**src/mmfl_pkg.sv**
```systemverilog
// ----------------------------------------------------------------------------
// mmfl_pkg
// Shared types and constants of the min/max/first/last line decimator.
// ----------------------------------------------------------------------------
package mmfl_pkg;

  // Default width of the logical index kept inside the block
  localparam int INDEX_WIDTH_DEF = 16;

  // Number of kept points per bucket: first, minimum, maximum, last
  localparam int NUM_SLOTS = 4;

  // Request codes of an input word
  localparam logic REQ_POINT = 1'b0;
  localparam logic REQ_FLUSH = 1'b1;

  // Configuration register indexes
  typedef enum logic [1:0] {
    CFG_CONFLATE = 2'd0,
    CFG_RATIO    = 2'd1,
    CFG_FROM     = 2'd2,
    CFG_TO       = 2'd3
  } cfg_idx_t;

  // Input word
  typedef struct packed {
    logic               req_type;
    logic [31:0]        point_time;
    logic signed [31:0] point_value;
    logic [31:0]        point_color;
    logic [15:0]        point_index;
    logic               index_found;
  } in_word_t;

  // Result word
  typedef struct packed {
    logic [31:0]        out_time;
    logic signed [31:0] out_value;
    logic [31:0]        out_color;
    logic [15:0]        out_index;
    logic               last_of_run;
  } out_word_t;

  // Configuration register set
  typedef struct packed {
    logic        conflate_enable;
    logic [15:0] bucket_ratio;
    logic [15:0] range_from;
    logic [15:0] range_to;
  } cfg_t;

  // One point as held in the kept slots and the emit buffer
  typedef struct packed {
    logic [31:0]        ptime;
    logic signed [31:0] pvalue;
    logic [31:0]        pcolor;
    logic [15:0]        pindex;
  } pt_t;

  // Load of the emit buffer: packed, index-ordered points and their count
  typedef struct packed {
    pt_t [NUM_SLOTS-1:0] ent;
    logic [2:0]          cnt;
  } emit_load_t;

endpackage

```
**src/min_max_first_last_decimator_core.sv**
```systemverilog
// ----------------------------------------------------------------------------
// min_max_first_last_decimator_core
// Line point decimator keeping first, minimum, maximum and last per bucket.
// ----------------------------------------------------------------------------
// A word is taken into the input register in any cycle the register is empty
// or its word moves on; a word that causes no result moves on the next cycle,
// a pass-through point too while the emit buffer is free, so such streams run
// at one word per cycle while the output does not stall. A word that closes
// a bucket loads up to four index-ordered results into the emit buffer, which
// hands out one result per cycle unless the output stalls; the next word with
// results waits until it drains. Words reach it through the input register.
module min_max_first_last_decimator_core #(
  parameter int INDEX_WIDTH = mmfl_pkg::INDEX_WIDTH_DEF
) (
  input  logic                clk,
  input  logic                rst_n,
  input  logic                in_valid,
  output logic                in_stall,
  input  mmfl_pkg::in_word_t  in_data,
  output logic                out_valid,
  input  logic                out_stall,
  output mmfl_pkg::out_word_t out_data,
  input  logic                cfg_we,
  input  mmfl_pkg::cfg_idx_t  cfg_index,
  input  logic [15:0]         cfg_wdata
);
  import mmfl_pkg::*;

  cfg_t                   cfg_r;
  logic                   s1_valid;
  logic                   s1_req;
  logic                   s1_keep;
  pt_t                    s1_pt;
  logic [INDEX_WIDTH-1:0] s1_ix;
  logic [INDEX_WIDTH-1:0] s1_bucket;
  logic                   produces;
  logic                   emit_free;
  logic                   go;
  logic                   emit_ld;
  emit_load_t             load;

  // configuration registers
  always_ff @(posedge clk) begin
    if (!rst_n) begin
      cfg_r.conflate_enable <= 1'b0;
      cfg_r.bucket_ratio    <= 16'd0;
      cfg_r.range_from      <= 16'd0;
      cfg_r.range_to        <= 16'hFFFF;
    end else if (cfg_we) begin
      case (cfg_index)
        CFG_CONFLATE: cfg_r.conflate_enable <= cfg_wdata[0];
        CFG_RATIO:    cfg_r.bucket_ratio    <= cfg_wdata;
        CFG_FROM:     cfg_r.range_from      <= cfg_wdata;
        CFG_TO:       cfg_r.range_to        <= cfg_wdata;
        default:      ;
      endcase
    end
  end

  // the staged word moves on unless its results find the buffer busy
  assign go      = s1_valid && (!produces || emit_free);
  assign emit_ld = go && produces;

  mmfl_in_stage #(.IW(INDEX_WIDTH)) u_in (
    .clk       (clk),
    .rst_n     (rst_n),
    .in_valid  (in_valid),
    .in_stall  (in_stall),
    .in_data   (in_data),
    .cfg       (cfg_r),
    .go        (go),
    .s1_valid  (s1_valid),
    .s1_req    (s1_req),
    .s1_keep   (s1_keep),
    .s1_pt     (s1_pt),
    .s1_ix     (s1_ix),
    .s1_bucket (s1_bucket)
  );

  mmfl_bucket #(.IW(INDEX_WIDTH)) u_bucket (
    .clk       (clk),
    .rst_n     (rst_n),
    .cfg       (cfg_r),
    .s1_valid  (s1_valid),
    .s1_req    (s1_req),
    .s1_keep   (s1_keep),
    .s1_pt     (s1_pt),
    .s1_ix     (s1_ix),
    .s1_bucket (s1_bucket),
    .go        (go),
    .produces  (produces),
    .load      (load)
  );

  mmfl_emit u_emit (
    .clk       (clk),
    .rst_n     (rst_n),
    .ld_en     (emit_ld),
    .load      (load),
    .free      (emit_free),
    .out_valid (out_valid),
    .out_stall (out_stall),
    .out_data  (out_data)
  );

  // a new run is loaded only over an empty or draining buffer
  a_load_free: assert property (@(posedge clk) disable iff (!rst_n)
    emit_ld |-> (!out_valid || (out_data.last_of_run && !out_stall)))
    else $error("emit buffer overwritten");

  // a run is not broken before its last word
  a_run_whole: assert property (@(posedge clk) disable iff (!rst_n)
    (out_valid && !out_stall && !out_data.last_of_run) |=> out_valid)
    else $error("result run broken");

  // the input only stalls while a word waits in the stage
  a_stall_held: assert property (@(posedge clk) disable iff (!rst_n)
    in_stall |-> (s1_valid && produces))
    else $error("input stalled without a waiting word");

endmodule

```
**src/mmfl_in_stage.sv**
```systemverilog
// ----------------------------------------------------------------------------
// mmfl_in_stage
// Input register: captures a word, masks the index, checks the window and
// registers the bucket number (index times ratio, upper bits).
// ----------------------------------------------------------------------------
module mmfl_in_stage #(
  parameter int IW = 16
) (
  input  logic               clk,
  input  logic               rst_n,
  input  logic               in_valid,
  output logic               in_stall,
  input  mmfl_pkg::in_word_t in_data,
  input  mmfl_pkg::cfg_t     cfg,
  input  logic               go,
  output logic               s1_valid,
  output logic               s1_req,
  output logic               s1_keep,
  output mmfl_pkg::pt_t      s1_pt,
  output logic [IW-1:0]      s1_ix,
  output logic [IW-1:0]      s1_bucket
);
  import mmfl_pkg::*;

  localparam int CW = (IW > 16) ? IW : 16;
  localparam int PW = IW + 16;

  logic          valid_r;
  logic          req_r;
  logic          keep_r;
  pt_t           pt_r;
  logic [IW-1:0] ix_r;
  logic [IW-1:0] bucket_r;

  logic          accept;
  logic [IW-1:0] ix_w;
  logic          keep_w;
  logic [PW-1:0] prod_w;

  assign in_stall = valid_r && !go;
  assign accept   = in_valid && !in_stall;

  // index mask, window check, bucket product
  always_comb begin
    ix_w   = IW'(in_data.point_index);
    keep_w = in_data.index_found &&
             (CW'(ix_w) >= CW'(cfg.range_from)) &&
             (CW'(ix_w) <= CW'(cfg.range_to));
    prod_w = PW'(ix_w) * PW'(cfg.bucket_ratio);
  end

  // stage valid
  always_ff @(posedge clk) begin
    if (!rst_n) begin
      valid_r <= 1'b0;
    end else if (accept) begin
      valid_r <= 1'b1;
    end else if (go) begin
      valid_r <= 1'b0;
    end
  end

  // stage payload
  always_ff @(posedge clk) begin
    if (accept) begin
      req_r       <= in_data.req_type;
      keep_r      <= keep_w;
      pt_r.ptime  <= in_data.point_time;
      pt_r.pvalue <= in_data.point_value;
      pt_r.pcolor <= in_data.point_color;
      pt_r.pindex <= 16'(ix_w);
      ix_r        <= ix_w;
      bucket_r    <= prod_w[PW-1:16];
    end
  end

  assign s1_valid  = valid_r;
  assign s1_req    = req_r;
  assign s1_keep   = keep_r;
  assign s1_pt     = pt_r;
  assign s1_ix     = ix_r;
  assign s1_bucket = bucket_r;

endmodule

```
**src/mmfl_bucket.sv**
```systemverilog
// ----------------------------------------------------------------------------
// mmfl_bucket
// Bucket state: the four kept points, the open flag and the current bucket.
// Builds the index-ordered, de-duplicated flush list or the pass-through word.
// ----------------------------------------------------------------------------
module mmfl_bucket #(
  parameter int IW = 16
) (
  input  logic                 clk,
  input  logic                 rst_n,
  input  mmfl_pkg::cfg_t       cfg,
  input  logic                 s1_valid,
  input  logic                 s1_req,
  input  logic                 s1_keep,
  input  mmfl_pkg::pt_t        s1_pt,
  input  logic [IW-1:0]        s1_ix,
  input  logic [IW-1:0]        s1_bucket,
  input  logic                 go,
  output logic                 produces,
  output mmfl_pkg::emit_load_t load
);
  import mmfl_pkg::*;

  pt_t           kept_pt_r [NUM_SLOTS];
  logic [IW-1:0] kept_ix_r [NUM_SLOTS];
  logic          open_r;
  logic [IW-1:0] cur_r;

  logic          new_bucket;
  logic          lt_min;
  logic          gt_max;
  logic          emit_s [NUM_SLOTS];
  logic [1:0]    rank_s [NUM_SLOTS];
  logic [2:0]    flush_cnt;

  // bucket change and min / max tests
  always_comb begin
    new_bucket = !open_r || (s1_bucket != cur_r);
    lt_min     = $signed(s1_pt.pvalue) < $signed(kept_pt_r[1].pvalue);
    gt_max     = $signed(s1_pt.pvalue) > $signed(kept_pt_r[2].pvalue);
  end

  // results caused by the word in the stage
  always_comb begin
    if (s1_req == REQ_FLUSH) begin
      produces = open_r;
    end else begin
      produces = s1_keep && (!cfg.conflate_enable || (open_r && new_bucket));
    end
  end

  // skip later slots that repeat an index, rank the rest by index
  always_comb begin
    logic [2:0] acc;
    for (int s = 0; s < NUM_SLOTS; s++) begin
      emit_s[s] = 1'b1;
      for (int j = 0; j < s; j++) begin
        if (kept_ix_r[j] == kept_ix_r[s]) begin
          emit_s[s] = 1'b0;
        end
      end
    end
    for (int s = 0; s < NUM_SLOTS; s++) begin
      acc = 3'd0;
      for (int j = 0; j < NUM_SLOTS; j++) begin
        if (emit_s[j] && (kept_ix_r[j] < kept_ix_r[s])) begin
          acc = acc + 3'd1;
        end
      end
      rank_s[s] = acc[1:0];
    end
    flush_cnt = 3'd0;
    for (int s = 0; s < NUM_SLOTS; s++) begin
      if (emit_s[s]) begin
        flush_cnt = flush_cnt + 3'd1;
      end
    end
  end

  // emit buffer load: flush list, or one pass-through word
  always_comb begin
    load = '0;
    if ((s1_req == REQ_FLUSH) || cfg.conflate_enable) begin
      for (int k = 0; k < NUM_SLOTS; k++) begin
        for (int s = 0; s < NUM_SLOTS; s++) begin
          if (emit_s[s] && (rank_s[s] == 2'(k))) begin
            load.ent[k] = kept_pt_r[s];
          end
        end
      end
      load.cnt = flush_cnt;
    end else begin
      load.ent[0] = s1_pt;
      load.cnt    = 3'd1;
    end
  end

  // open flag and current bucket
  always_ff @(posedge clk) begin
    if (!rst_n) begin
      open_r <= 1'b0;
      cur_r  <= '0;
    end else if (go && s1_valid) begin
      if (s1_req == REQ_FLUSH) begin
        open_r <= 1'b0;
      end else if (s1_keep && cfg.conflate_enable && new_bucket) begin
        open_r <= 1'b1;
        cur_r  <= s1_bucket;
      end
    end
  end

  // kept points: reseed on a new bucket, else track min, max and last
  always_ff @(posedge clk) begin
    if (go && s1_valid && (s1_req == REQ_POINT) && s1_keep && cfg.conflate_enable) begin
      if (new_bucket) begin
        for (int s = 0; s < NUM_SLOTS; s++) begin
          kept_pt_r[s] <= s1_pt;
          kept_ix_r[s] <= s1_ix;
        end
      end else begin
        if (lt_min) begin
          kept_pt_r[1] <= s1_pt;
          kept_ix_r[1] <= s1_ix;
        end
        if (gt_max) begin
          kept_pt_r[2] <= s1_pt;
          kept_ix_r[2] <= s1_ix;
        end
        kept_pt_r[3] <= s1_pt;
        kept_ix_r[3] <= s1_ix;
      end
    end
  end

endmodule

```
**src/mmfl_emit.sv**
```systemverilog
// ----------------------------------------------------------------------------
// mmfl_emit
// Emit buffer: holds up to four results, hands out one a cycle unless stalled.
// ----------------------------------------------------------------------------
module mmfl_emit (
  input  logic                 clk,
  input  logic                 rst_n,
  input  logic                 ld_en,
  input  mmfl_pkg::emit_load_t load,
  output logic                 free,
  output logic                 out_valid,
  input  logic                 out_stall,
  output mmfl_pkg::out_word_t  out_data
);
  import mmfl_pkg::*;

  pt_t        ent_r [NUM_SLOTS];
  logic [1:0] pos_r;
  logic [2:0] cnt_r;
  logic       take;

  assign out_valid = (cnt_r != 3'd0);
  assign take      = out_valid && !out_stall;
  // free when empty or the last word leaves this cycle
  assign free      = !out_valid || (take && (cnt_r == 3'd1));

  // read pointer and words left
  always_ff @(posedge clk) begin
    if (!rst_n) begin
      pos_r <= 2'd0;
      cnt_r <= 3'd0;
    end else if (ld_en) begin
      pos_r <= 2'd0;
      cnt_r <= load.cnt;
    end else if (take) begin
      pos_r <= pos_r + 2'd1;
      cnt_r <= cnt_r - 3'd1;
    end
  end

  // buffer words
  always_ff @(posedge clk) begin
    if (ld_en) begin
      for (int k = 0; k < NUM_SLOTS; k++) begin
        ent_r[k] <= load.ent[k];
      end
    end
  end

  // result word
  always_comb begin
    out_data.out_time    = ent_r[pos_r].ptime;
    out_data.out_value   = ent_r[pos_r].pvalue;
    out_data.out_color   = ent_r[pos_r].pcolor;
    out_data.out_index   = ent_r[pos_r].pindex;
    out_data.last_of_run = (cnt_r == 3'd1);
  end

endmodule
```
**config.mk**
```make
export PLATFORM = sky130hd
export DESIGN_NAME = min_max_first_last_decimator_core
export DESIGN_NICKNAME = d
export VERILOG_FILES = /design/src/mmfl_pkg.sv /design/src/min_max_first_last_decimator_core.sv /design/src/mmfl_in_stage.sv /design/src/mmfl_bucket.sv /design/src/mmfl_emit.sv
export SDC_FILE = /design/constraint.sdc
export NUM_CORES = 2
export LEC_CHECK = 0
export BUFFER_PORTS_ARGS = -buffer_cell sky130_fd_sc_hd__buf_2
export CAP_MARGIN = 20
export CORE_ASPECT_RATIO = 1.5
export CORE_MARGIN = 3
export CORE_UTILIZATION = 40
export DETAILED_ROUTE_END_ITERATION = 8
export SLEW_MARGIN = 20
export SYNTH_ARGS = -nofsm -noshare
export SYNTH_HDL_FRONTEND = slang
export SYNTH_SLANG_ARGS = --single-unit
```
**constraint.sdc**
```tcl
create_clock -name clk -period 40.8 [get_ports clk]
set_clock_uncertainty 0.15 [all_clocks]
set_input_delay 4.08 -clock clk [delete_from_list [all_inputs] [get_ports clk]]
set_output_delay 4.08 -clock clk [all_outputs]
set_load 0.05 [all_outputs]
```
* Word level (Yosys, flattened, before mapping)
Memories as Yosys holds them, arrays and structs flattened. A register that Yosys moved wholly into a read port is not among the register bits. Index checks and enable logic that the tools add are counted.
Word-level totals: output and inout bits 115, memories 3, flip-flop bits (word level) 202, memory bits (writable) 960, logic and storage cells 229, input port bits 137
Memory list:
- u_bucket.kept_pt_r | words 4, width 112, rd ports 4, clocked after memory_dff 0, wr ports 4, line mmfl_bucket.sv:24 | pt_t kept_pt_r [NUM_SLOTS];
- u_emit.ent_r | words 4, width 112, rd ports 1, clocked after memory_dff 1, wr ports 4, line mmfl_emit.sv:17 | pt_t ent_r [NUM_SLOTS];
- u_bucket.kept_ix_r | words 4, width 16, rd ports 4, clocked after memory_dff 0, wr ports 4, line mmfl_bucket.sv:25 | logic [IW-1:0] kept_ix_r [NUM_SLOTS];
Cells by class: add/subtract/negate cells 16, bitwise operators 8, magnitude comparators 20, mux-type cells 74, eq/ne operators 23, reductions and logical operators 68, $mul 1
Operator list (count):
- 2-to-1 mux 112 bit | 19
- 2-to-1 mux 336 bit | 1
- < comparator 16 bit | 16
- 2-to-1 mux 115 bit | 1
- equality test 16 bit | 6
- 2-to-1 mux 16 bit | 3
- logical AND 1 bit | 40
- > comparator 32 bit | 1
- < comparator 32 bit | 1
- multiplier 16 x 16 -> 32 bit | 1
- 2-to-1 mux 1 bit | 31
- 2-to-1 mux 2 bit | 15
- equality test 2 bit, second input constant | 10
- adder 2 x 1 -> 2 bit, second input constant | 9
- greater-or-equal comparator 16 bit | 1
- <= comparator 16 bit | 1
- inequality test 16 bit | 1
- 2-to-1 mux 3 bit | 4
- equality test 2 x 1 -> 1 bit, second input constant | 5
- zero test 2 bit | 5
- AND reduction 2 bit | 5
- adder 1 x 1 -> 2 bit, second input constant | 4
- zero test 1 bit | 7
- bitwise OR 1 bit | 6
- 10 further kinds | 17

* Longest topological paths before layout
depth in word-level cells 16, gate-level depth with buffers 24, gate-level depth less buffers 22

* Cells and area by module
Synthesis repeated with hierarchy kept, for this count alone.
Unflattened totals: cell total of the unflattened synthesis 5400, area, all modules 66298.6 µm²
By module, submodules not included:
- mmfl_bucket | seq. area each 15715.1 µm², area each 34584.4 µm², cells an instance 3361, times used 1
- mmfl_emit | seq. area each 13593.0 µm², area each 16584.7 µm², cells an instance 624, times used 1
- mmfl_in_stage | seq. area each 3923.8 µm², area each 13180.1 µm², cells an instance 1210, times used 1
- min_max_first_last_decimator_core | seq. area each 980.9 µm², area each 1949.4 µm², cells an instance 205, times used 1

* Worst setup path before layout
No wires, ideal clock.
path kind input -> register, start point in out_stall, end point mem u_bucket.kept_ix_r[1][0] (enable), slack 9.448 ns, data required time 39.896 ns, arrival 30.448 ns, path buffers 0, cell stages on the path 4, library setup time 0.754 ns, cells stage by stage inv_1 -> a21boi_0 -> a2111oi_0 -> a21boi_0
RTL lines:
- start: declaration | line min_max_first_last_decimator_core.sv:21 | input logic out_stall,
- end: declaration | line mmfl_bucket.sv:25

* Worst setup path in the final report
start point in in_data[8] in the netlist's numbering, end point reg u_in.bucket_r[15], in the netlist u_in.s1_bucket[15] (data pin)
Between the ends: longest elaborated chain between the ends 1
Ends and longest elaborated chain:
- start: declaration | line min_max_first_last_decimator_core.sv:19 | input mmfl_pkg::in_word_t in_data,
- multiplier 16 x 16 -> 32 bit | line mmfl_in_stage.sv:49 | prod_w = PW'(ix_w) * PW'(cfg.bucket_ratio);
- named net u_in.prod_w[31] | line mmfl_in_stage.sv:38 | logic [PW-1:0] prod_w;
- end signal: assignment | line mmfl_in_stage.sv:73 | bucket_r <= prod_w[PW-1:16];
- end: declaration | line mmfl_in_stage.sv:33 | logic [IW-1:0] bucket_r;
The timed path passes the listed nets, and every way through them passes these cells. A chain may end at the register's enable or synchronous reset.

==> out/metrics.json <==
{
  "slew_violations": {"value": 0},
  "utilization": {"value": 44.97, "unit": "%"},
  "r2r_setup_slack": {"value": 33.42, "unit": "ns"},
  "dominantRegCellSynth": {"value": "sky130_fd_sc_hd__edfxtp_1"},
  "postCtsSetupRepairBufs": {"value": 0},
  "number_of_filler_cells_placed_in_the_layout": {"value": 13810},
  "worst_ep_required_time": {"value": 41.15, "unit": "ns"},
  "post_synth_inst_count": {"value": 5094},
  "drt-initial-drc-count": {"value": 4888},
  "floorplan_core_area": {"value": 0.1539, "unit": "sq mm"},
  "multi_input_comb_area": {"value": 0.02684, "unit": "sq mm"},
  "fin_crit_sh": {"value": 24.18, "unit": "%"},
  "max-vdd-ir-drop": {"value": 0.00005692, "unit": "V"},
  "switchingPower": {"value": 855.4, "unit": "uW"},
  "hold_path.class": {"value": "flip-flop to flip-flop"},
  "wirelength": {"value": 192000, "unit": "um"},
  "htree_levels": {"value": 3},
  "max-slew-margin-rel": {"value": 20.15, "unit": "%"},
  "outcome": {"value": "finished clean"},
  "clock_network_fraction_of_total_power": {"value": 37.3, "unit": "%"},
  "netlist_area": {"value": 0.06229, "unit": "sq mm"},
  "synthDistinctLibCells": {"value": 71},
  "wl_met1": {"value": 72500, "unit": "um"},
  "detail_route.drc_violations": {"value": 0},
  "final_weighted_congestion_in_routability_driven_placement": {"value": 0.8708},
  "critPathKind": {"value": "primary input to flip-flop"},
  "p_leak": {"value": 25.72, "unit": "nW"},
  "antenna_violating_nets_post_route": {"value": 0},
  "min_to": {"value": "cfg_r[19]"},
  "drive_above_1_share": {"value": 12.36, "unit": "%"},
  "groute.usage.overall": {"value": 23.35, "unit": "%"},
  "synth_nets": {"value": 5730},
  "met2_length": {"value": 93730, "unit": "um"},
  "comb_pwr_share": {"value": 17.8, "unit": "%"},
  "setup.worst_path.start_class": {"value": "primary input"},
  "tns": {"value": 0, "unit": "ns"},
  "max_clock_freq": {"value": 101.3, "unit": "MHz"},
  "p_sw_share": {"value": 29.25, "unit": "%"},
  "worst_slew_pin_slew": {"value": 1.195, "unit": "ns"},
  "wl_per_cell": {"value": 26.39, "unit": "um"},
  "hold_violations": {"value": 0},
  "setup_repair_after_global_routing_missed_its_margin": {"value": "false"},
  "port_buffers": {"value": 251},
  "num_vias": {"value": 45770},
  "starting_density_of_the_core": {"value": 40.47, "unit": "%"},
  "cts_buffer_depth": {"value": 3},
  "hpwl": {"value": 108500, "unit": "um"},
  "ys_ff_latch": {"value": 1100},
  "die_width": {"value": 328.2, "unit": "um"},
  "critical_register_to_register_path_startpoint": {"value": "u_bucket.kept_ix_r[2][11]"},
  "clk_pin_slew": {"value": 0.07, "unit": "ns"},
  "report.final.setup_viol": {"value": 0},
  "layout_min_cycle_time": {"value": 9.867, "unit": "ns"},
  "min_path_cells": {"value": 2},
  "tritoncts": {"value": "done"},
  "highest-signal-layer": {"value": "met5"},
  "area_growth": {"value": 11.12, "unit": "%"},
  "internal_power": {"value": 2.069, "unit": "mW"},
  "vias_per_cell": {"value": 6.290},
  "worst_hold_launch": {"value": "cfg_r[19]"},
  "clk-insertion-delay-late": {"value": 0.78, "unit": "ns"},
  "grt.overflow.total": {"value": 0},
  "synthesis.yosys.warnings": {"value": 0},
  "number_of_rows_in_the_core_area": {"value": 176},
  "worst_ep_arrival_time": {"value": 10.22, "unit": "ns"},
  "clock-sinks": {"value": 1100},
  "endpoint_of_the_most_critical_register_to_register_path": {"value": "u_emit.ent_r[2][66]"},
  "wl_met3": {"value": 17150, "unit": "um"},
  "sequentialPowerShare": {"value": 44.9, "unit": "%"},
  "first_global_vias": {"value": 46260},
  "crit_path_max_fanout": {"value": 19},
  "maxCapViolations": {"value": 0},
  "dieArea": {"value": 0.1606, "unit": "sq mm"},
  "postSynthAreaPerCell": {"value": 12.23, "unit": "sq um"},
  "nNetsFinal": {"value": 5763},
  "cts.root.buffer_cell": {"value": "sky130_fd_sc_hd__clkbuf_16"},
  "synth-edff-count": {"value": 1026},
  "rr_worst_depth": {"value": 13},
  "endpoint_kind": {"value": "flip-flop"},
  "synth_seq_area_share": {"value": 51.84, "unit": "%"},
  "cts-buffers-inserted": {"value": 113},
  "cp_slowest_cell": {"value": "sky130_fd_sc_hd__fa_1"},
  "floorplan.die.height": {"value": 489.3, "unit": "um"},
  "cpMostUsedCell": {"value": "sky130_fd_sc_hd__fa_1"},
  "detailedRoute.firstPassIterationCount": {"value": 7},
  "grt_first_pass_wirelength": {"value": 285100, "unit": "um"},
  "grt_max_degree": {"value": 206},
  "cts_hold_repair.buffers": {"value": 0},
  "synth_async_sr_flop_share": {"value": 0, "unit": "%"},
  "critical_path.max_stage_delay": {"value": 0.57, "unit": "ns"},
  "power_per_standard_cell_area": {"value": 42.25, "unit": "mW/mm^2"},
  "cts_resized": {"value": 0},
  "antenna_found_initial": {"value": 9},
  "num_io_pins": {"value": 252},
  "sequential_cell_area": {"value": 0.03230, "unit": "sq mm"},
  "worstPathCellList": {"value": "buf_2, nand2_1, fa_1, inv_1, fa_1, inv_1, fa_1, inv_1, fa_1, fa_1, inv_1, fa_1, inv_1, ha_1, a22oi_1, nand2_1, a211oi_1, a21oi_1, a21oi_1, o32ai_1, o31a_1, nor4_1, a311oi_1"}
}
-- cell families after synthesis --
group           count (synthesis)  synth area share (%)
compound gates               1391                 17.47
xor+xnor                       33                0.4640
fa+ha+maj                     499                 12.35
buf+inv                       864                 5.375
flops                        1100                 51.84
mux                           133                 4.393
simple gates                 1074                 8.101
-- area by class of cell --
cell class	instances	area share, %
flip-flops and latches	1100	46.66
multi-input cells	3130	38.78
clock buffers	137	4.317
well taps	2047	3.700
repair buffers	317	2.639
inverters	465	2.551
clock inverters	76	1.332
diodes	4	0.01446
-- routing by layer --
metal | up-vias | GRT usage, %
met1 | 22930 | 28.72
met3 | 584 | 4.050
met4 | 4 | 11.33
met5 | - | 0
met2 | 2520 | 39.77
li1 | 19730 | -
-- power by group through the flow --
stage	sequential [mW]	combinational [mW]	clock [mW]
5_1_grt	1.32	0.555	1.15
3_5_place_dp	1.34	0.526	0
2_1_floorplan	1.33	0.384	0
6_report	1.31	0.521	1.09
3_3_place_gp	1.34	0.523	0
4_1_cts	1.31	0.527	1.11
-- per-stage QoR --
step	hold slack, ns	cell area (sq um)	cells	total power [mW]	setup slack, ns
floorplan	0.2849	62290	5094	1.709	9.448
global placement	0.3010	65260	7058	1.858	30.29
detailed placement	0.3077	65260	7058	1.863	30.23
CTS	0.3154	69170	7271	2.950	31.08
global route	0.3447	69210	7273	3.026	30.66
finish	0.3119	69220	7276	2.924	30.93
-- worst max-delay path, delay by kind of cell --
family                     cells  cell delay (ns)
adders and majority gates      7             3.30
AOI/OAI and AO/OA              7             1.62
and+or+nand+nor                3             0.52
buffers and inverters          6             0.67
-- flip-flops by register name, indices dropped and copies added, names as in the netlist, named ones only --
name / count
u_emit.ent_r: 448
u_bucket.kept_pt_r: 388
u_in.s1_pt: 112
u_bucket.kept_ix_r: 60
cfg_r: 49
u_bucket.cur_r: 16
u_in.s1_bucket: 16
u_emit.cnt_r: 3
u_emit.pos_r: 2
u_bucket.open_r: 1
u_in.s1_keep: 1
u_in.s1_req: 1
u_in.s1_valid: 1
-- cell usage after synthesis, drive strengths merged (3+ instances only) --
library cell / number / area, sq um
dfxtp: 74 / 1481
nand2: 263 / 987.2
a2111oi: 3 / 26.28
o21ai: 228 / 1152
o22ai: 83 / 525.5
a22oi: 113 / 848.3
nor4: 8 / 65.06
ha: 306 / 3829
a211oi: 10 / 75.07
or4: 3 / 22.52
fa: 193 / 3864
xnor2: 29 / 254.0
a32oi: 336 / 2943
xor2: 4 / 35.03
clkbuf: 288 / 1081
nand3: 23 / 115.1
o211ai: 23 / 172.7
a31oi: 35 / 219.0
buf: 111 / 521.7
and4: 5 / 43.79
mux4: 112 / 2522
and2: 127 / 794.5
nand2b: 14 / 87.58
mux2i: 21 / 214.0
o21a: 22 / 165.2
inv: 465 / 1745
nor2b: 45 / 281.5
a21boi: 36 / 270.3
nand4: 47 / 294.0
nor2: 412 / 1546
a21oi: 64 / 320.3
and3: 85 / 531.8
or2: 6 / 37.54
a21o: 46 / 345.3
edfxtp: 1026 / 30810
o31ai: 35 / 262.8
nor3: 18 / 100.1
a221o: 337 / 3373
nor3b: 4 / 35.03
nand4b: 3 / 26.28
or3: 7 / 43.79
-- how the worst max path moves through the flow --
stage	from	to	slack (ns)	depth (start not counted)
after global routing	in_data[11]	u_in.s1_bucket[15]	30.66	21
after CTS	in_data[8]	u_in.s1_bucket[15]	31.08	23
final	in_data[8]	u_in.s1_bucket[15]	30.93	23
after detailed placement	in_data[8]	u_in.s1_bucket[15]	30.23	23
after floorplan	out_stall	u_bucket.kept_ix_r[1][0]	9.45	4
after global placement	in_data[8]	u_in.s1_bucket[15]	30.29	23
-- cells in the final DEF (no fill, tap or decap), types with 7 or more instances in the layout --
master                      count
sky130_fd_sc_hd__edfxtp_1    1026
sky130_fd_sc_hd__inv_1        462
sky130_fd_sc_hd__nor2_1       408
sky130_fd_sc_hd__a221o_1      337
sky130_fd_sc_hd__a32oi_1      336
sky130_fd_sc_hd__ha_1         306
sky130_fd_sc_hd__nand2_1      263
sky130_fd_sc_hd__buf_2        251
sky130_fd_sc_hd__o21ai_0      224
sky130_fd_sc_hd__fa_1         193
sky130_fd_sc_hd__and2_1       126
sky130_fd_sc_hd__a22oi_1      113
sky130_fd_sc_hd__clkbuf_16    113
sky130_fd_sc_hd__mux4_2       112
sky130_fd_sc_hd__and3_1        84
sky130_fd_sc_hd__o22ai_1       81
sky130_fd_sc_hd__dfxtp_1       72
sky130_fd_sc_hd__a21oi_1       62
sky130_fd_sc_hd__buf_4         60
sky130_fd_sc_hd__nand4_1       47
sky130_fd_sc_hd__a21o_1        46
sky130_fd_sc_hd__nor2b_1       42
sky130_fd_sc_hd__a31oi_1       35
sky130_fd_sc_hd__o31ai_1       35
sky130_fd_sc_hd__a21boi_0      34
sky130_fd_sc_hd__xnor2_1       29
sky130_fd_sc_hd__nand3_1       23
sky130_fd_sc_hd__o211ai_1      23
sky130_fd_sc_hd__o21a_1        22
sky130_fd_sc_hd__clkinv_2      22
sky130_fd_sc_hd__clkinv_1      20
sky130_fd_sc_hd__mux2i_1       18
sky130_fd_sc_hd__clkbuf_1      17
sky130_fd_sc_hd__bufinv_16     16
sky130_fd_sc_hd__nand2b_1      14
sky130_fd_sc_hd__nor3_1        14
sky130_fd_sc_hd__a211oi_1      10
sky130_fd_sc_hd__nor4_1         7
sky130_fd_sc_hd__or3_1          7
sky130_fd_sc_hd__clkbuf_8       7
Power figures use the tool's default switching activity.
